==> src/hw/rtl/fbba_mem.sv <==
`timescale 1ns / 1ps
// ----------------------------------------------------------------------------
// fbba_mem
// Bitmap word store: one write port, one read port, registered read data.
// ----------------------------------------------------------------------------
module fbba_mem #(
  parameter int DEPTH  = 128,
  parameter int WIDTH  = 32,
  parameter int ADDR_W = 7
) (
  input  logic              clk,
  input  logic              wr_en,
  input  logic [ADDR_W-1:0] wr_addr,
  input  logic [WIDTH-1:0]  wr_data,
  input  logic              rd_en,
  input  logic [ADDR_W-1:0] rd_addr,
  output logic [WIDTH-1:0]  rd_data
);

  logic [WIDTH-1:0] mem [DEPTH];

  // Write port
  always_ff @(posedge clk) begin
    if (wr_en) begin
      mem[wr_addr] <= wr_data;
    end
  end

  // Read port, registered read data
  always_ff @(posedge clk) begin
    if (rd_en) begin
      rd_data <= mem[rd_addr];
    end
  end

endmodule

==> config.mk <==
export PLATFORM = sky130hd
export DESIGN_NAME = fbba_mem
export DESIGN_NICKNAME = d
export VERILOG_FILES = /design/src/hw/rtl/fbba_mem.sv
export SDC_FILE = /design/constraint.sdc
export NUM_CORES = 2
export LEC_CHECK = 0
export BUFFER_PORTS_ARGS = -buffer_cell sky130_fd_sc_hd__buf_4
export CELL_PAD_IN_SITES_DETAIL_PLACEMENT = 0
export CELL_PAD_IN_SITES_GLOBAL_PLACEMENT = 2
export CORE_MARGIN = 4
export CORE_UTILIZATION = 40
export CTS_CLUSTER_SIZE = 12
export DETAILED_ROUTE_END_ITERATION = 16
export PLACE_DENSITY = 0.72
export SLEW_MARGIN = 10
export SYNTH_ARGS = -nofsm -noshare
export SYNTH_HDL_FRONTEND = slang
export SYNTH_SLANG_ARGS = --single-unit
==> constraint.sdc <==
create_clock -name clk -period 5.8 [get_ports clk]
set_clock_uncertainty 0.15 [all_clocks]
set_input_delay 1.16 -clock clk [delete_from_list [all_inputs] [get_ports clk]]
set_output_delay 1.16 -clock clk [all_outputs]
set_load 0.02 [all_outputs]
## Word-level counts from Yosys, hierarchy flattened

Memory sizes are Yosys's and may differ from the RTL's. A register that Yosys moved wholly into a read port is not among the register bits.
Cells that the tools add are included.
Widths: inputs -> output; s select.

- Flip-flop bits (word level): 0
- Memory bits (writable): 4096
- Input bits: 49
- Output and inout port bits: 32
- Logic and storage cells: 3
- Memories kept: 1

- Mux-type cells: 2

Memory list:

| memory | words | width | read ports | clocked after memory_dff | write ports | RTL line | RTL |
|---|---|---|---|---|---|---|---|
| mem | 128 | 32 | 1 | 1 | 1 | 20 | `logic [WIDTH-1:0] mem [DEPTH];` |

Operators by type and width:

| cell | number |
|---|---|
| $mux 1 | 2 |

## Longest topological paths before layout

- Word-level depth: 2
- Mapped depth: 8
- Gate-level depth less buffers: 4

## Worst setup path before layout

Ideal clock, no wire load.

- Kind: input-to-reg
- Start: input wr_en
- End: memory mem[98][0] (enable)
- Arrival time: 3.938 ns
- Required time: 5.189 ns
- Setup slack: 1.251 ns
- Stages on the path: 3
- Buffers on the path: 1
- Cells stage by stage: clkbuf_1 > nand4_1 > nor3_1

- Word-level cells in the longest chain between the ends: 2

RTL lines:

| what | RTL line | RTL |
|---|---|---|
| start, declared | 12 | `input logic wr_en,` |
| $mux 1 | 24 | `if (wr_en) begin` |
| $mux 1 (implied by the code) | 25 | `mem[wr_addr] <= wr_data;` |
| end, declared | 20 |  |

No other way between the ends.

==> summary.md <==
| Metric | Value |
|---|---|
| RSZ-0062 raised after global routing | `no` |
| Status | `completed` |
| Final setup viols | `0` |
| M1 WL | `163 mm` |
| WL final | `~420 mm` |
| Vias | `between 70000 and 80000` |
| H-tree Lvls | `5` |
| ANT nets after route | `0` |
| Worst-Margin Slew | `roughly 1.3 ns` |
| Initial DRC count | `approximately 10000` |
| CTS Buffer Depth | `4` |
| CTS tree | `done` |
| # Max-Cap Violations | `0` |
| Fmax | `roughly 250 MHz` |
| Metal3 WL | `38.4 mm` |
| CP required | `about 6.3 ns` |
| Register area share after synthesis | `0.792` |
| Drt pass-1 iters | `5` |
| TNS Setup | `0 ns` |
| Synthesized area | `~160000 µm²` |
| Post-CTS setup buffer count | `0` |
| Mapped Nets | `6039` |
| Clock sink count | `4128` |
| DRC errors left | `0` |
| Chip Width | `approximately 630 µm` |
| Pin count of the biggest net entering global routing | `around 110` |
| Critical path's most frequent cell | `mux4_2` |
| Uppermost layer routed | `met5` |
| Hold Path Origin | `wr_data[12]` |
| Crit. End Element | `flop` |
| Reg2reg setup slack | `between 2 and 3 ns` |
| R2R Path Start | `mem[119][11]` |
| Yosys reg bits | `4128` |
| Clock-pin slew of the registers on the worst-case setup and hold paths | `0.06 ns` |
| Final min period | `slightly above 4 ns` |
| Max FO, Critical Path | `43` |
| CP Launch Type | `primary input` |
| Hold EP | `mem[11][12]` |
| Final worst path period share | `0.703` |
| Synth top area cells | `edfxtp_1 (79%), mux4_2 (19%), clkbuf_1 (0.44%)` |
| Syn Area/Cell | `26.1 µm²` |
| Hold_buf cts | `0` |
| Largest area contributor in the synthesized netlist | `edfxtp_1` |
| Placer Congestion | `0.828` |
| Area growth from synthesis to layout | `14.0%` |
| Synth top area share | `0.792` |
| TritonCTS buffer count | `407` |
| Cts repair resizes | `0` |
| CP max stage cell | `mux4_2` |
| Synth cell types | `16` |
| Vias in the first global route | `approximately 72000` |
| Final Max Tran Viols | `0` |
| Maximum vdd ir drop | `~0.27 mV` |
| Core Util, Final | `0.459` |
| Mapped Cells | `5990` |
| P_leak | `approximately 54 nW` |
| Hold/Removal Path Class | `in -> reg` |
| Chip height | `roughly 630 µm` |
| Row cnt | `~230` |
| Total GRT Usage | `0.209` |
| Yosys warns | `0` |
| Worst relative slew slack | `0.158` |
| WP buf/inv | `4` |
| First-pass GRT wire length | `slightly below 600 mm` |
| Setup CP Type | `in -> reg` |
| I/O Buffers | `80` |
| Worst-Skew Late Latency | `0.97 ns` |
| Critical path arrival | `4.62 ns` |
| Hold Vio Cnt, Final | `0` |
| Worst path depth | `8` |
| Post-DR vias/cell | `5.94` |
| Worst path cell trace | `buf_8 > buf_12 > buf_12 > buf_4 > mux4_2 > mux4_2 > mux4_2 > mux2_2` |
| Max incr delay on CP | `0.73 ns` |
| Worst R2R Path Depth | `4` |
| FF-to-FF End | `rd_data[11]` |
| Core Region | `389000 µm²` |
| IO Pins | `a little over 80` |
| CP delay by family, top | `multiplexers` |
| Clock root cell | `clkbuf_16` |
| WHS Path Cells | `1` |
| DR WL met2 | `204 mm` |
| Initial antenna violation count | `65` |
| Share of cells above drive strength 1 | `0.357` |
| PD cells | `approximately 340 nW/µm²` |
| GRT overflow | `0` |
| Die area | `402000 µm²` |
| Final Net Count | `about 6600` |
| Dpl hpwl | `about 240 mm` |
| Drt wl/cell | `approximately 35 µm` |
| Initial Utilization | `0.402` |
[layout make-up]
| type | count | area (µm²) |
|---|---|---|
| Timing Repair Buffer | 429 | 4210 |
| Antenna cell | 47 | 118 |
| Sequential cell | 4128 | 124000 |
| Multi-Input combinational cell | 1546 | 32300 |
| Clock inverter | 107 | 795 |
| Fill cell | 31300 | 211000 |
| Clock buffer | 512 | 10700 |
| Tap cell | 5197 | 6500 |
[worst max-delay path by stage]
| stage | startpoint | to | slack, ns |
|---|---|---|---|
| final | rd_addr[2] | rd_data[25] | 1.72 |
| after global routing | rd_addr[0] | rd_data[14] | 1.72 |
| after CTS | rd_addr[0] | rd_data[14] | 1.83 |
| after detailed placement | rd_addr[0] | rd_data[14] | 0.79 |
| after global placement | rd_addr[0] | rd_data[14] | 0.82 |
| after floorplan | wr_en | mem[98][0] | 1.25 |
[metal layers]
metal | up-vias | GRT usage
met5 | - | 0
met4 | 18 | 0.0743
met3 | 571 | 0.0361
met2 | 3549 | 0.333
met1 | 39500 | 0.293
li1 | 27400 | -
[Yosys cell counts]
| cell | n |
|---|---|
| edfxtp_1 | 4128 |
| mux4_2 | 1344 |
| clkbuf_1 | 182 |
| nor2_1 | 122 |
| buf_2 | 79 |
| buf_1 | 50 |
| mux2_2 | 32 |
| nand2_1 | 14 |
| nand3_1 | 12 |
| nor3_1 | 9 |
| nor2b_1 | 7 |
| buf_4 | 3 |
| nand4_1 | 3 |
| buf_6 | 2 |
| nand2b_1 | 2 |
| or3_1 | 1 |
[logic make-up after synthesis]
family        share of synthesized area
flops                             0.792
buf+inv                         0.00837
mux                               0.196
simple gates                    0.00445
[layout by cell type (no fill, tap or decap), types with 11 or more instances in the layout]
cell type / instances
buf_12: 74
buf_4: 349
clkbuf_1: 101
clkbuf_16: 411
clkinv_1: 60
clkinv_2: 20
diode_2: 47
edfxtp_1: 4128
mux2_2: 32
mux4_2: 1344
nand2_1: 11
nor2_4: 119
[registers in the layout, indices dropped and copies added, names as in the netlist]
register and flops:
mem 4096, rd_data 32
[through the flow]
stage                     hold slack (ns)  instances  power (mW)  area (µm²)  worst slack [ns]
after floorplan                     0.999       5990        35.3      157000              1.25
after global placement               1.05      11300        37.0      167000             0.823
after detailed placement             1.05      11300        37.1      167000             0.791
after CTS                           0.336      11900        60.5      178000              1.83
after global routing                0.378      12000        61.9      179000              1.72
final                               0.396      12000        60.1      179000              1.72
[worst register-to-register path: cells and delay by family (launching register included)]
kind   cells  cell delay, ns
flops      1            0.37
mux        4            2.22
[power by group]
part / leakage, nW / total, mW / switching [mW] / internal [mW]
clock network: 5.57 / 23.7 / 10.7 / 13.0
logic: 11.3 / 3.30 / 2.04 / 1.26
registers: 37.1 / 33.1 / 0.120 / 33.0
total: 54.0 / 60.1 / 12.9 / 47.2
Power figures use the tool's default switching activity.
