## config.mk

```make
export PLATFORM = sky130hd
export DESIGN_NAME = fbba_word_scan
export DESIGN_NICKNAME = d
export VERILOG_FILES = /design/src/hw/rtl/fbba_word_scan.sv
export SDC_FILE = /design/constraint.sdc
export NUM_CORES = 1
export LEC_CHECK = 0
export ABC_AREA = 0
export BUFFER_PORTS_ARGS = -buffer_cell sky130_fd_sc_hd__buf_2
export CORE_AREA = 10 10 57 59
export DETAILED_ROUTE_END_ITERATION = 10
export DIE_AREA = 0 0 67 69
export SLEW_MARGIN = 5
export SYNTH_ARGS = -nofsm -noshare
export SYNTH_HDL_FRONTEND = slang
export SYNTH_SLANG_ARGS = --single-unit
```

## constraint.sdc

```tcl
create_clock -name vclk -period 1.9
set_input_delay 0.38 -clock vclk [all_inputs]
set_output_delay 0.38 -clock vclk [all_outputs]
set_load 0.01 [all_outputs]
```

## src/hw/rtl/fbba_word_scan.sv

```systemverilog
`timescale 1ns / 1ps
// ----------------------------------------------------------------------------
// fbba_word_scan
// Finds the lowest set bit of one bitmap word under a mask of valid bits.
// ----------------------------------------------------------------------------
module fbba_word_scan #(
  parameter int WORD_BITS = 32,
  parameter int BIT_W     = 5
) (
  input  logic [WORD_BITS-1:0] word,
  input  logic [WORD_BITS-1:0] mask,
  output logic                 hit,
  output logic [BIT_W-1:0]     pos
);

  logic [WORD_BITS-1:0] cand;

  assign cand = word & mask;
  assign hit  = |cand;

  // Priority encoder, lowest bit wins
  always_comb begin
    pos = '0;
    for (int b = WORD_BITS - 1; b >= 0; b--) begin
      if (cand[b]) begin
        pos = BIT_W'(b);
      end
    end
  end

endmodule

```

== Yosys cells after proc, flatten, opt, wreduce, memory -nomap -nowiden ==
Index checks and enable logic that the tools add are counted.
Word-level totals
  bits in registers: 0
  bits in latches: 0
  memory bits (writable): 0
  bits in read-only memories: 0
  input port bits: 64
  output and inout port bits: 6
  word-level logic and storage cells: 34
  memories: 0
Operators by class
  add/sub/neg operators: 0
  multiply operators: 0
  div/mod/pow operators: 0
  $lt $le $gt $ge: 0
  equality and inequality tests: 0
  shift-type cells: 0
  muxes and demuxes: 32
  bitwise operators: 1
  reduce and logical (&&, ||, !) cells: 1
Operators by type and width (count)
  $mux W5: 32
  $and A32 B32 Y32: 1
  $reduce_or A32 Y1: 1

== Depth between registers and ports, before layout ==
Gate-level depths: netlist (run 1).
  depth in word-level cells: 33
  depth in mapped cells: 5
  mapped depth without buffers: 5

== Worst setup path after synthesis (run 1) ==
OpenSTA, ideal clock, no wires.
  kind: input to output
  start point: input port word[5]
  end point: output port hit
  arrival: 1.468 ns
  required time: 1.520 ns
  path slack: 0.052 ns
  cell stages on the path: 4
  path buffers: 0
  cell sequence: a22oi_2 -> nand2_1 -> or3b_4 -> or3b_1
Between the ends
  cells in the longest elaborated chain, start to end: 2
Ends and longest elaborated chain
  from (decl): RTL line 10  | input logic [WORD_BITS-1:0] word,
  $and A32 B32 Y32: RTL line 18  | assign cand = word & mask;
  $reduce_or A32 Y1: RTL line 19  | assign hit = |cand;
  to (decl): RTL line 12  | output logic hit,
No other way between the ends.

== Worst setup path in the final report (run 1) ==
  start point: input port mask[5]
  end point: output port hit
Between the ends
  cells in the longest elaborated chain, start to end: 2
Ends and longest elaborated chain
  from (decl): RTL line 11  | input logic [WORD_BITS-1:0] mask,
  $and A32 B32 Y32: RTL line 18
  $reduce_or A32 Y1: RTL line 19
No other way between the ends.

==> results of run 1 <==
==> power by group through the flow <==
stage / registers (mW) / logic, mW / clock network (mW)
2_1_floorplan: 0 / 0.0992 / 0
3_3_place_gp: 0 / 0.229 / 0
3_5_place_dp: 0 / 0.232 / 0
4_1_cts: 0 / 0.253 / 0
5_1_grt: 0 / 0.317 / 0
6_report: 0 / 0.287 / 0
==> metrics by stage <==
stage               instances  TNS, ps
global route              210     -733
finish                    210     -415
floorplan                  88        0
detailed placement        200     -585
global placement          200     -455
CTS                       206     -417
==> kinds of logic after synthesis <==
group           after synthesis  share of synthesized area
simple gates                 52                      0.460
compound gates               36                      0.540
==> worst paths after layout <==
path  startpoint      to  slack, ps  cells past startpoint
max      mask[5]     hit       -150                      6
min      mask[0]  pos[0]       1180                      4
==> layout make-up <==
class	count	area, µm²	area share
Timing Repair Buffer	94	571	0.479
Tap cell	28	35.0	0.0294
Multi-Input combinational cell	88	584	0.491
==> Yosys cell counts <==
cell type  count  area (µm²)
a31oi_1        3        18.8
and3b_1        1        8.76
o41ai_1        1        8.76
nor3_2         1        10.0
a211oi_1       2        15.0
nand3_1        5        25.0
a311oi_1       1        8.76
a22o_1         3        26.3
nor2b_1        1        6.26
a32oi_1        3        26.3
a21oi_1        4        20.0
a221oi_1       2        17.5
o21ai_0        4        20.0
nor2_1         3        11.3
nand2_1       35         131
a22oi_2        2        25.0
nand4_1        1        6.26
o31ai_1        1        7.51
a32o_1         2        20.0
and2_1         1        6.26
or3b_4         1        11.3
o211a_1        1        10.0
nor3_1         2        10.0
or3b_1         1        8.76
a22oi_1        7        52.6
==> critical path: cells and delay by family <==
kind | cells | cell delay [ps]
AND/OR/NAND/NOR | 3 | 820
buffers and inverters | 2 | 260
AO/OA/AOI/OAI | 1 | 200
==> repair_timing <==
action,4_1_cts,5_1_grt
endpoints found under the setup margin,5,6
pin swaps,10,18
hold buffers,0,0
buffers inserted,7,5
gates cloned,0,0
resized for setup,7,16
==> metal layers <==
layer | vias to the layer above | GRT usage | wire (µm)
met4 | 0 | 0 | 0
met1 | 471 | 0.124 | 1210
li1 | 541 | - | -
met3 | 0 | 0.0467 | 389
met5 | - | 0 | 0
met2 | 55 | 0.187 | 1330
==> out/results.ini, run 1 <==
[run_status]
violations=setup timing
status=finished, violations left

[placed_design]
routabilityCongestion=0.835
port_buffers=70
dp_hpwl_um=2450
dpl_worst_slack_ps=-212
dpl_cell_area_um2=1000

[sta]
rsz0062_at_grt=yes
tightest_slew_ps=261
setup_viol=5
setup_slack_ps=-150
fin_crit_ps=2050
max_freq_mhz=488
hold_viol=0
hold_ws_ps=1180
max_slew_margin=0.826
period_share=1.08
drv_slew=0

[run]
cap_violations=0

[setup_path]
crit_path_cell_trace=buf_2 -> a22oi_2 -> nand2_1 -> or3b_4 -> or3b_1 -> buf_2
start_kind=primary input
crit_required_ps=1520
critPathMaxStageDelay_ps=380
cp_max_fo=2
crit_arrival_ps=1670
path_class=in -> out
endpoint_kind=output port
path_common_cell=buf_2
crit_path_top_delay_cell=or3b_4

[power_and_ir_drop]
cellLeakagePower_nw=0.633
finalPower_mw=0.287
switching_share=0.445
combPwrFrac=1.000
pwr-share-clk=0
ir_drop_mv=0.117
switchingPower_mw=0.128
power.density_nw_per_um2=241
p_seq_frac=0
internal_power_mw=0.159

[die]
rows=17
io_pins=70
die_y_um=69
die-area_um2=4620
core_um2=2150
die_x_um=67
initial_core_util=0.238

[hold_path]
hp-class=in -> out

[grt]
grt_max_degree=5
grt_pass1_vias=1094
grt_overflow=0
antenna_found_initial=0
grt_pass1_wl_um=4530
grt_use_total=0.108

[route]
drtPass1Iterations=4
drc=0
ant_nets=0
drt-initial-drc-count=35
drt-wirelength-per-cell_um=13.9
routed_wl_um=2930
routed_via_density=5.08
dr_total_vias=1067

[yosys]
synth_cells=88
avgSynthCellArea_um2=5.82
syn-cell-area_um2=512
synth_seq_area_share=0
syn-num-nets=152
synth_cell_types=25
yosysWarnings=0

[layout]
final_common_cell=buf_2
final_area_um2=1190
diodes=0
drive_above_1_share=0.615
nets=248
clkbuf_count=0
syn2layout_area_growth_pct=133
register_area_um2=0
fillers=226
flops_and_latches=0
layout_common_cells=buf_2 (63), nand2_1 (32), buf_4 (25)
utilization=0.554

Note: power is estimated with default switching activity, not from simulation.
==> inputs of run 2 (changes only) <==
--- a/config.mk
+++ b/config.mk
@@ -7,9 +7,12 @@
 export LEC_CHECK = 0
 export ABC_AREA = 0
 export BUFFER_PORTS_ARGS = -buffer_cell sky130_fd_sc_hd__buf_2
-export CORE_AREA = 10 10 57 59
+export CELL_PAD_IN_SITES_DETAIL_PLACEMENT = 1
+export CELL_PAD_IN_SITES_GLOBAL_PLACEMENT = 1
+export CORE_AREA = 10 10 65 67
 export DETAILED_ROUTE_END_ITERATION = 10
-export DIE_AREA = 0 0 67 69
+export DIE_AREA = 0 0 75 77
+export PLACE_DENSITY_LB_ADDON = 0.1
 export SLEW_MARGIN = 5
 export SYNTH_ARGS = -nofsm -noshare
 export SYNTH_HDL_FRONTEND = slang
==> run 2 against run 1 <==
The flow still finishes with violations (setup timing). Worst hold slack improved by 5.3 ps. Combinational power rose by 7.7%. Critical path depth rose by 1. Largest power group unchanged. Global-route usage fell by 0.31 points. Fmax fell by 1.9%. Die area rose by 25%. Final area rose by 4.9%.
==> out/results.ini, run 2 (same netlist as run 1, synthesis figures left out) <==
[sta]
tightest_slew_ps=274
hold_viol=0
max_freq_mhz=479
setup_viol=4
drv_slew=0
setup_slack_ps=-189
finalSetupTns_ps=-457
fin_crit_ps=2090
period_share=1.10
max_slew_margin=0.817
rsz0062_at_grt=yes

[layout]
final_cells=216
syn2layout_area_growth_pct=144
diodes=0
clkbuf_count=0
register_area_um2=0
nets=249
drive_above_1_share=0.617
layout_common_cells=buf_2 (58), nand2_1 (30), buf_4 (23)
final_common_cell=buf_2
flops_and_latches=0

[setup_path]
endpoint_kind=output port
crit_arrival_ps=1710
crit_path_top_delay_cell=or3b_1
crit_path_cell_trace=buf_6 -> a22o_1 -> and3b_1 -> nand2_2 -> nor3_2 -> or3b_1 -> buf_2
crit_required_ps=1520
path_class=in -> out
start_kind=primary input
critPathMaxStageDelay_ps=360
cp_max_fo=2

[hold_path]
hold_end=pos[0]
hp-class=in -> out
hold_depth=4
worstHoldStart=mask[0]

[power_and_ir_drop]
switching_share=0.444
pwr-share-clk=0
cellLeakagePower_nw=0.660
combPwrFrac=1.000
ir_drop_mv=0.0749
internal_power_mw=0.172
power.density_nw_per_um2=248
switchingPower_mw=0.137
p_seq_frac=0

[die]
die_y_um=77
rows=20
initial_core_util=0.172
die-area_um2=5780
io_pins=70
die_x_um=75
core_um2=2980

[grt]
grt_use_total=0.105
antenna_found_initial=0
grt_overflow=0
grt_pass1_vias=1220
grt_pass1_wl_um=5090
grt_max_degree=5

[placed_design]
routabilityCongestion=0.738
dp_hpwl_um=2860
port_buffers=70
dp.cells=207

[clocking]
holdBufCountCts=0

[run_status]
status=finished, violations left
violations=setup timing

[route]
ant_nets=0
drt-initial-drc-count=22
drtPass1Iterations=2
routed_wl_um=3420
dr_total_vias=1088
drc=0
routed_via_density=5.04
drt-wirelength-per-cell_um=15.8

[run]
cap_violations=0

run 2: cell count changes in the layout (fill, tap and decap cells not counted), moves of 2 or more:
cell	change
o21ai_1	+3
buf_4	-2
o21ai_0	-2
buf_6	+8
nand2_1	-2
buf_2	-5
run 2: worst max-delay path by stage:
stage          startpoint  end  slack, ps  depth (start not counted)
2_1_floorplan     word[5]  hit         50                          4
3_3_place_gp     word[30]  hit       -190                          7
3_5_place_dp      word[1]  hit       -220                          6
4_1_cts          mask[30]  hit       -170                          7
5_1_grt          mask[30]  hit       -250                          7
6_report         mask[30]  hit       -190                          7
run 2: power groups by stage:
stage	Combinational (mW)	Clock [mW]	Sequential, mW
2_1_floorplan	0.0992	0	0
3_3_place_gp	0.236	0	0
3_5_place_dp	0.242	0	0
4_1_cts	0.280	0	0
5_1_grt	0.341	0	0
6_report	0.309	0	0
run 2: critical path, delay by kind of cell:
| kind | cells | cell delay, ps |
|---|---|---|
| buf+inv | 2 | 240 |
| compound gates | 1 | 230 |
| simple gates | 4 | 860 |
run 2: repair_timing:
item | 4_1_cts | 5_1_grt
hold endpoints to repair | 0 | 0
gates resized for setup | 13 | 20
endpoints found under the setup margin | 6 | 6
pin swaps | 16 | 15
gates cloned | 0 | 0
buffers inserted | 7 | 4
run 2: area by class of cell:
type	instances	area (µm²)
tap	33	41.3
fill	418	1730
timing repair buffer	95	621
multi-input combinational	88	587
run 2: stage by stage:
| step | worst slack (ps) | instance area, µm² | hold WS, ps | power (mW) | utilization |
|---|---|---|---|---|---|
| floorplan | 51.7 | 512 | 919 | 0.0992 | - |
| global placement | -188 | 1020 | 1150 | 0.236 | 0.344 |
| detailed placement | -223 | 1020 | 1170 | 0.242 | 0.344 |
| CTS | -173 | 1140 | 1180 | 0.280 | 0.383 |
| global route | -254 | 1250 | 1210 | 0.341 | 0.419 |
| finish | -189 | 1250 | 1180 | 0.309 | 0.419 |
run 2: per-layer routing:
metal	track usage	routed length, µm	vias to the layer above
met5	0	0	-
met4	0.0152	60	0
met3	0.0245	237	6
met2	0.224	1910	40
met1	0.0907	1220	499
li1	-	-	543
==> inputs of run 3 (changes only) <==
--- a/config.mk
+++ b/config.mk
@@ -5,13 +5,13 @@
 export SDC_FILE = /design/constraint.sdc
 export NUM_CORES = 1
 export LEC_CHECK = 0
-export ABC_AREA = 0
+export ABC_AREA = 1
 export BUFFER_PORTS_ARGS = -buffer_cell sky130_fd_sc_hd__buf_2
 export CELL_PAD_IN_SITES_DETAIL_PLACEMENT = 1
 export CELL_PAD_IN_SITES_GLOBAL_PLACEMENT = 1
-export CORE_AREA = 10 10 65 67
+export CORE_AREA = 10 10 67 69
 export DETAILED_ROUTE_END_ITERATION = 10
-export DIE_AREA = 0 0 75 77
+export DIE_AREA = 0 0 77 79
 export PLACE_DENSITY_LB_ADDON = 0.1
 export SLEW_MARGIN = 5
 export SYNTH_ARGS = -nofsm -noshare
==> run 3 against run 2 <==
The run still ends with setup timing left. Core utilization down 3.5 points. Via count is 6.0% lower. Clock-buffer cell count did not move. Sequential share of layout area is the same. Largest cell class unchanged.
==> out/results.ini, run 3 <==
[placed_design]
routabilityCongestion=0.651
dp.cells=249
dp_hpwl_um=2510
port_buffers=70

[setup_path]
crit_required_ps=1520
start_kind=primary input
crit_arrival_ps=2220
crit_path_top_delay_cell=buf_2
critPathMaxStageDelay_ps=140
path_common_cell=nand2_1
endpoint_kind=output port
cp_max_fo=2
path_class=in -> out

[grt]
grt_use_total=0.0796
grt_overflow=0
grt_max_degree=4
grt_pass1_wl_um=4350
grt_pass1_vias=1129
antenna_found_initial=0

[run_status]
status=finished, violations left
violations=setup timing

[yosys]
yosysMostFrequentCell=nand2_1
synth_cell_types=11
synth_seq_area_share=0
avgSynthCellArea_um2=4.30
yosys.area.top_type=nand2_1
synth_commonest_cells=nand2_1 (74), nor2_1 (20), nand2_2 (9), a31oi_1 (3)
yosysTopAreaCellShare=0.562
yosysWarnings=0
synth_area_leaders=nand2_1 (56%), nor2_1 (15%), nand2_2 (11%)
synth_cells=115
syn-cell-area_um2=494
syn-num-nets=179

[sta]
setup_viol=2
max_freq_mhz=384
setup_slack_ps=-704
max_slew_margin=0.852
fin_crit_ps=2600
hold_viol=0
drv_slew=0
period_share=1.37
finalSetupTns_ps=-1170
tightest_slew_ps=221
rsz0062_at_grt=yes

[layout]
layout_common_cells=nand2_1 (71), buf_2 (61), nor2_1 (16)
final_cells=251
clkbuf_count=0
drive_above_1_share=0.546
flops_and_latches=0
syn2layout_area_growth_pct=151
diodes=0
final_common_cell=nand2_1
register_area_um2=0
nets=271
utilization=0.384

[run]
cap_violations=0

[power_and_ir_drop]
switchingPower_mw=0.130
switching_share=0.455
p_seq_frac=0
power.density_nw_per_um2=231
internal_power_mw=0.156
combPwrFrac=1.000
ir_drop_mv=0.0768
pwr-share-clk=0
cellLeakagePower_nw=0.756

[route]
routed_wl_um=2760
drt-initial-drc-count=8
drt-wirelength-per-cell_um=11.0
drtPass1Iterations=4
ant_nets=0
dr_total_vias=1023
drc=0
routed_via_density=4.08

[die]
io_pins=70
core_um2=3230
die_y_um=79
rows=21
die-area_um2=6080
initial_core_util=0.153
die_x_um=77

[hold_path]
hp-class=in -> out

[clocking]
holdBufCountCts=0

run 3: cell type report:
cell class         instances  area [µm²]
fillers                  461        1990
inverters                  2        7.51
multi-input cells        113         582
well taps                 46        57.6
repair buffers            90         594
run 3: final timing paths:
kind,from,endpoint,slack [ps],cells after the start
worst max-delay path,word[30],pos[0],-700,33
worst min-delay path,word[0],pos[0],1120,5
run 3: logic make-up (layout without fill, tap and decap cells):
group | Yosys count | in the layout | synth area share
AND/OR/NAND/NOR | 106 | 106 | 0.884
buffers and inverters | 2 | 92 | 0.0152
AO/OA/AOI/OAI | 7 | 7 | 0.101
run 3: routing by layer:
layer | track usage | up-vias | routed length, µm | part of all wire
met5 | 0 | - | 0 | 0
met4 | 0 | 0 | 0 | 0
met1 | 0.0720 | 456 | 894 | 0.32
met3 | 0.0158 | 0 | 166 | 0.060
li1 | - | 537 | - | -
met2 | 0.182 | 30 | 1700 | 0.62
run 3: power by group through the flow:
stage               combinational, mW  clock, mW  sequential, mW
floorplan                       0.107          0               0
global placement                0.231          0               0
detailed placement              0.239          0               0
CTS                             0.260          0               0
global route                    0.321          0               0
finish                          0.286          0               0
run 3: metrics by stage:
stage	hold WS (ps)	setup WS [ps]	instance area (µm²)	power [mW]
global placement	1100	-748	1050	0.231
global route	1150	-1060	1240	0.321
floorplan	894	-315	510	0.107
finish	1120	-704	1240	0.286
detailed placement	1130	-819	1050	0.239
CTS	1130	-784	1130	0.260
run 3: repair_timing:
action,4_1_cts,5_1_grt
buffers inserted,4,3
gates cloned,0,0
resized for setup,15,27
pin swaps,7,20
endpoints found under the setup margin,3,6
run 3: critical path: cells and delay by family:
kind                   cells  cell delay, ps
AOI/OAI and AO/OA          1             100
and+or+nand+nor           30            1500
buffers and inverters      2             230
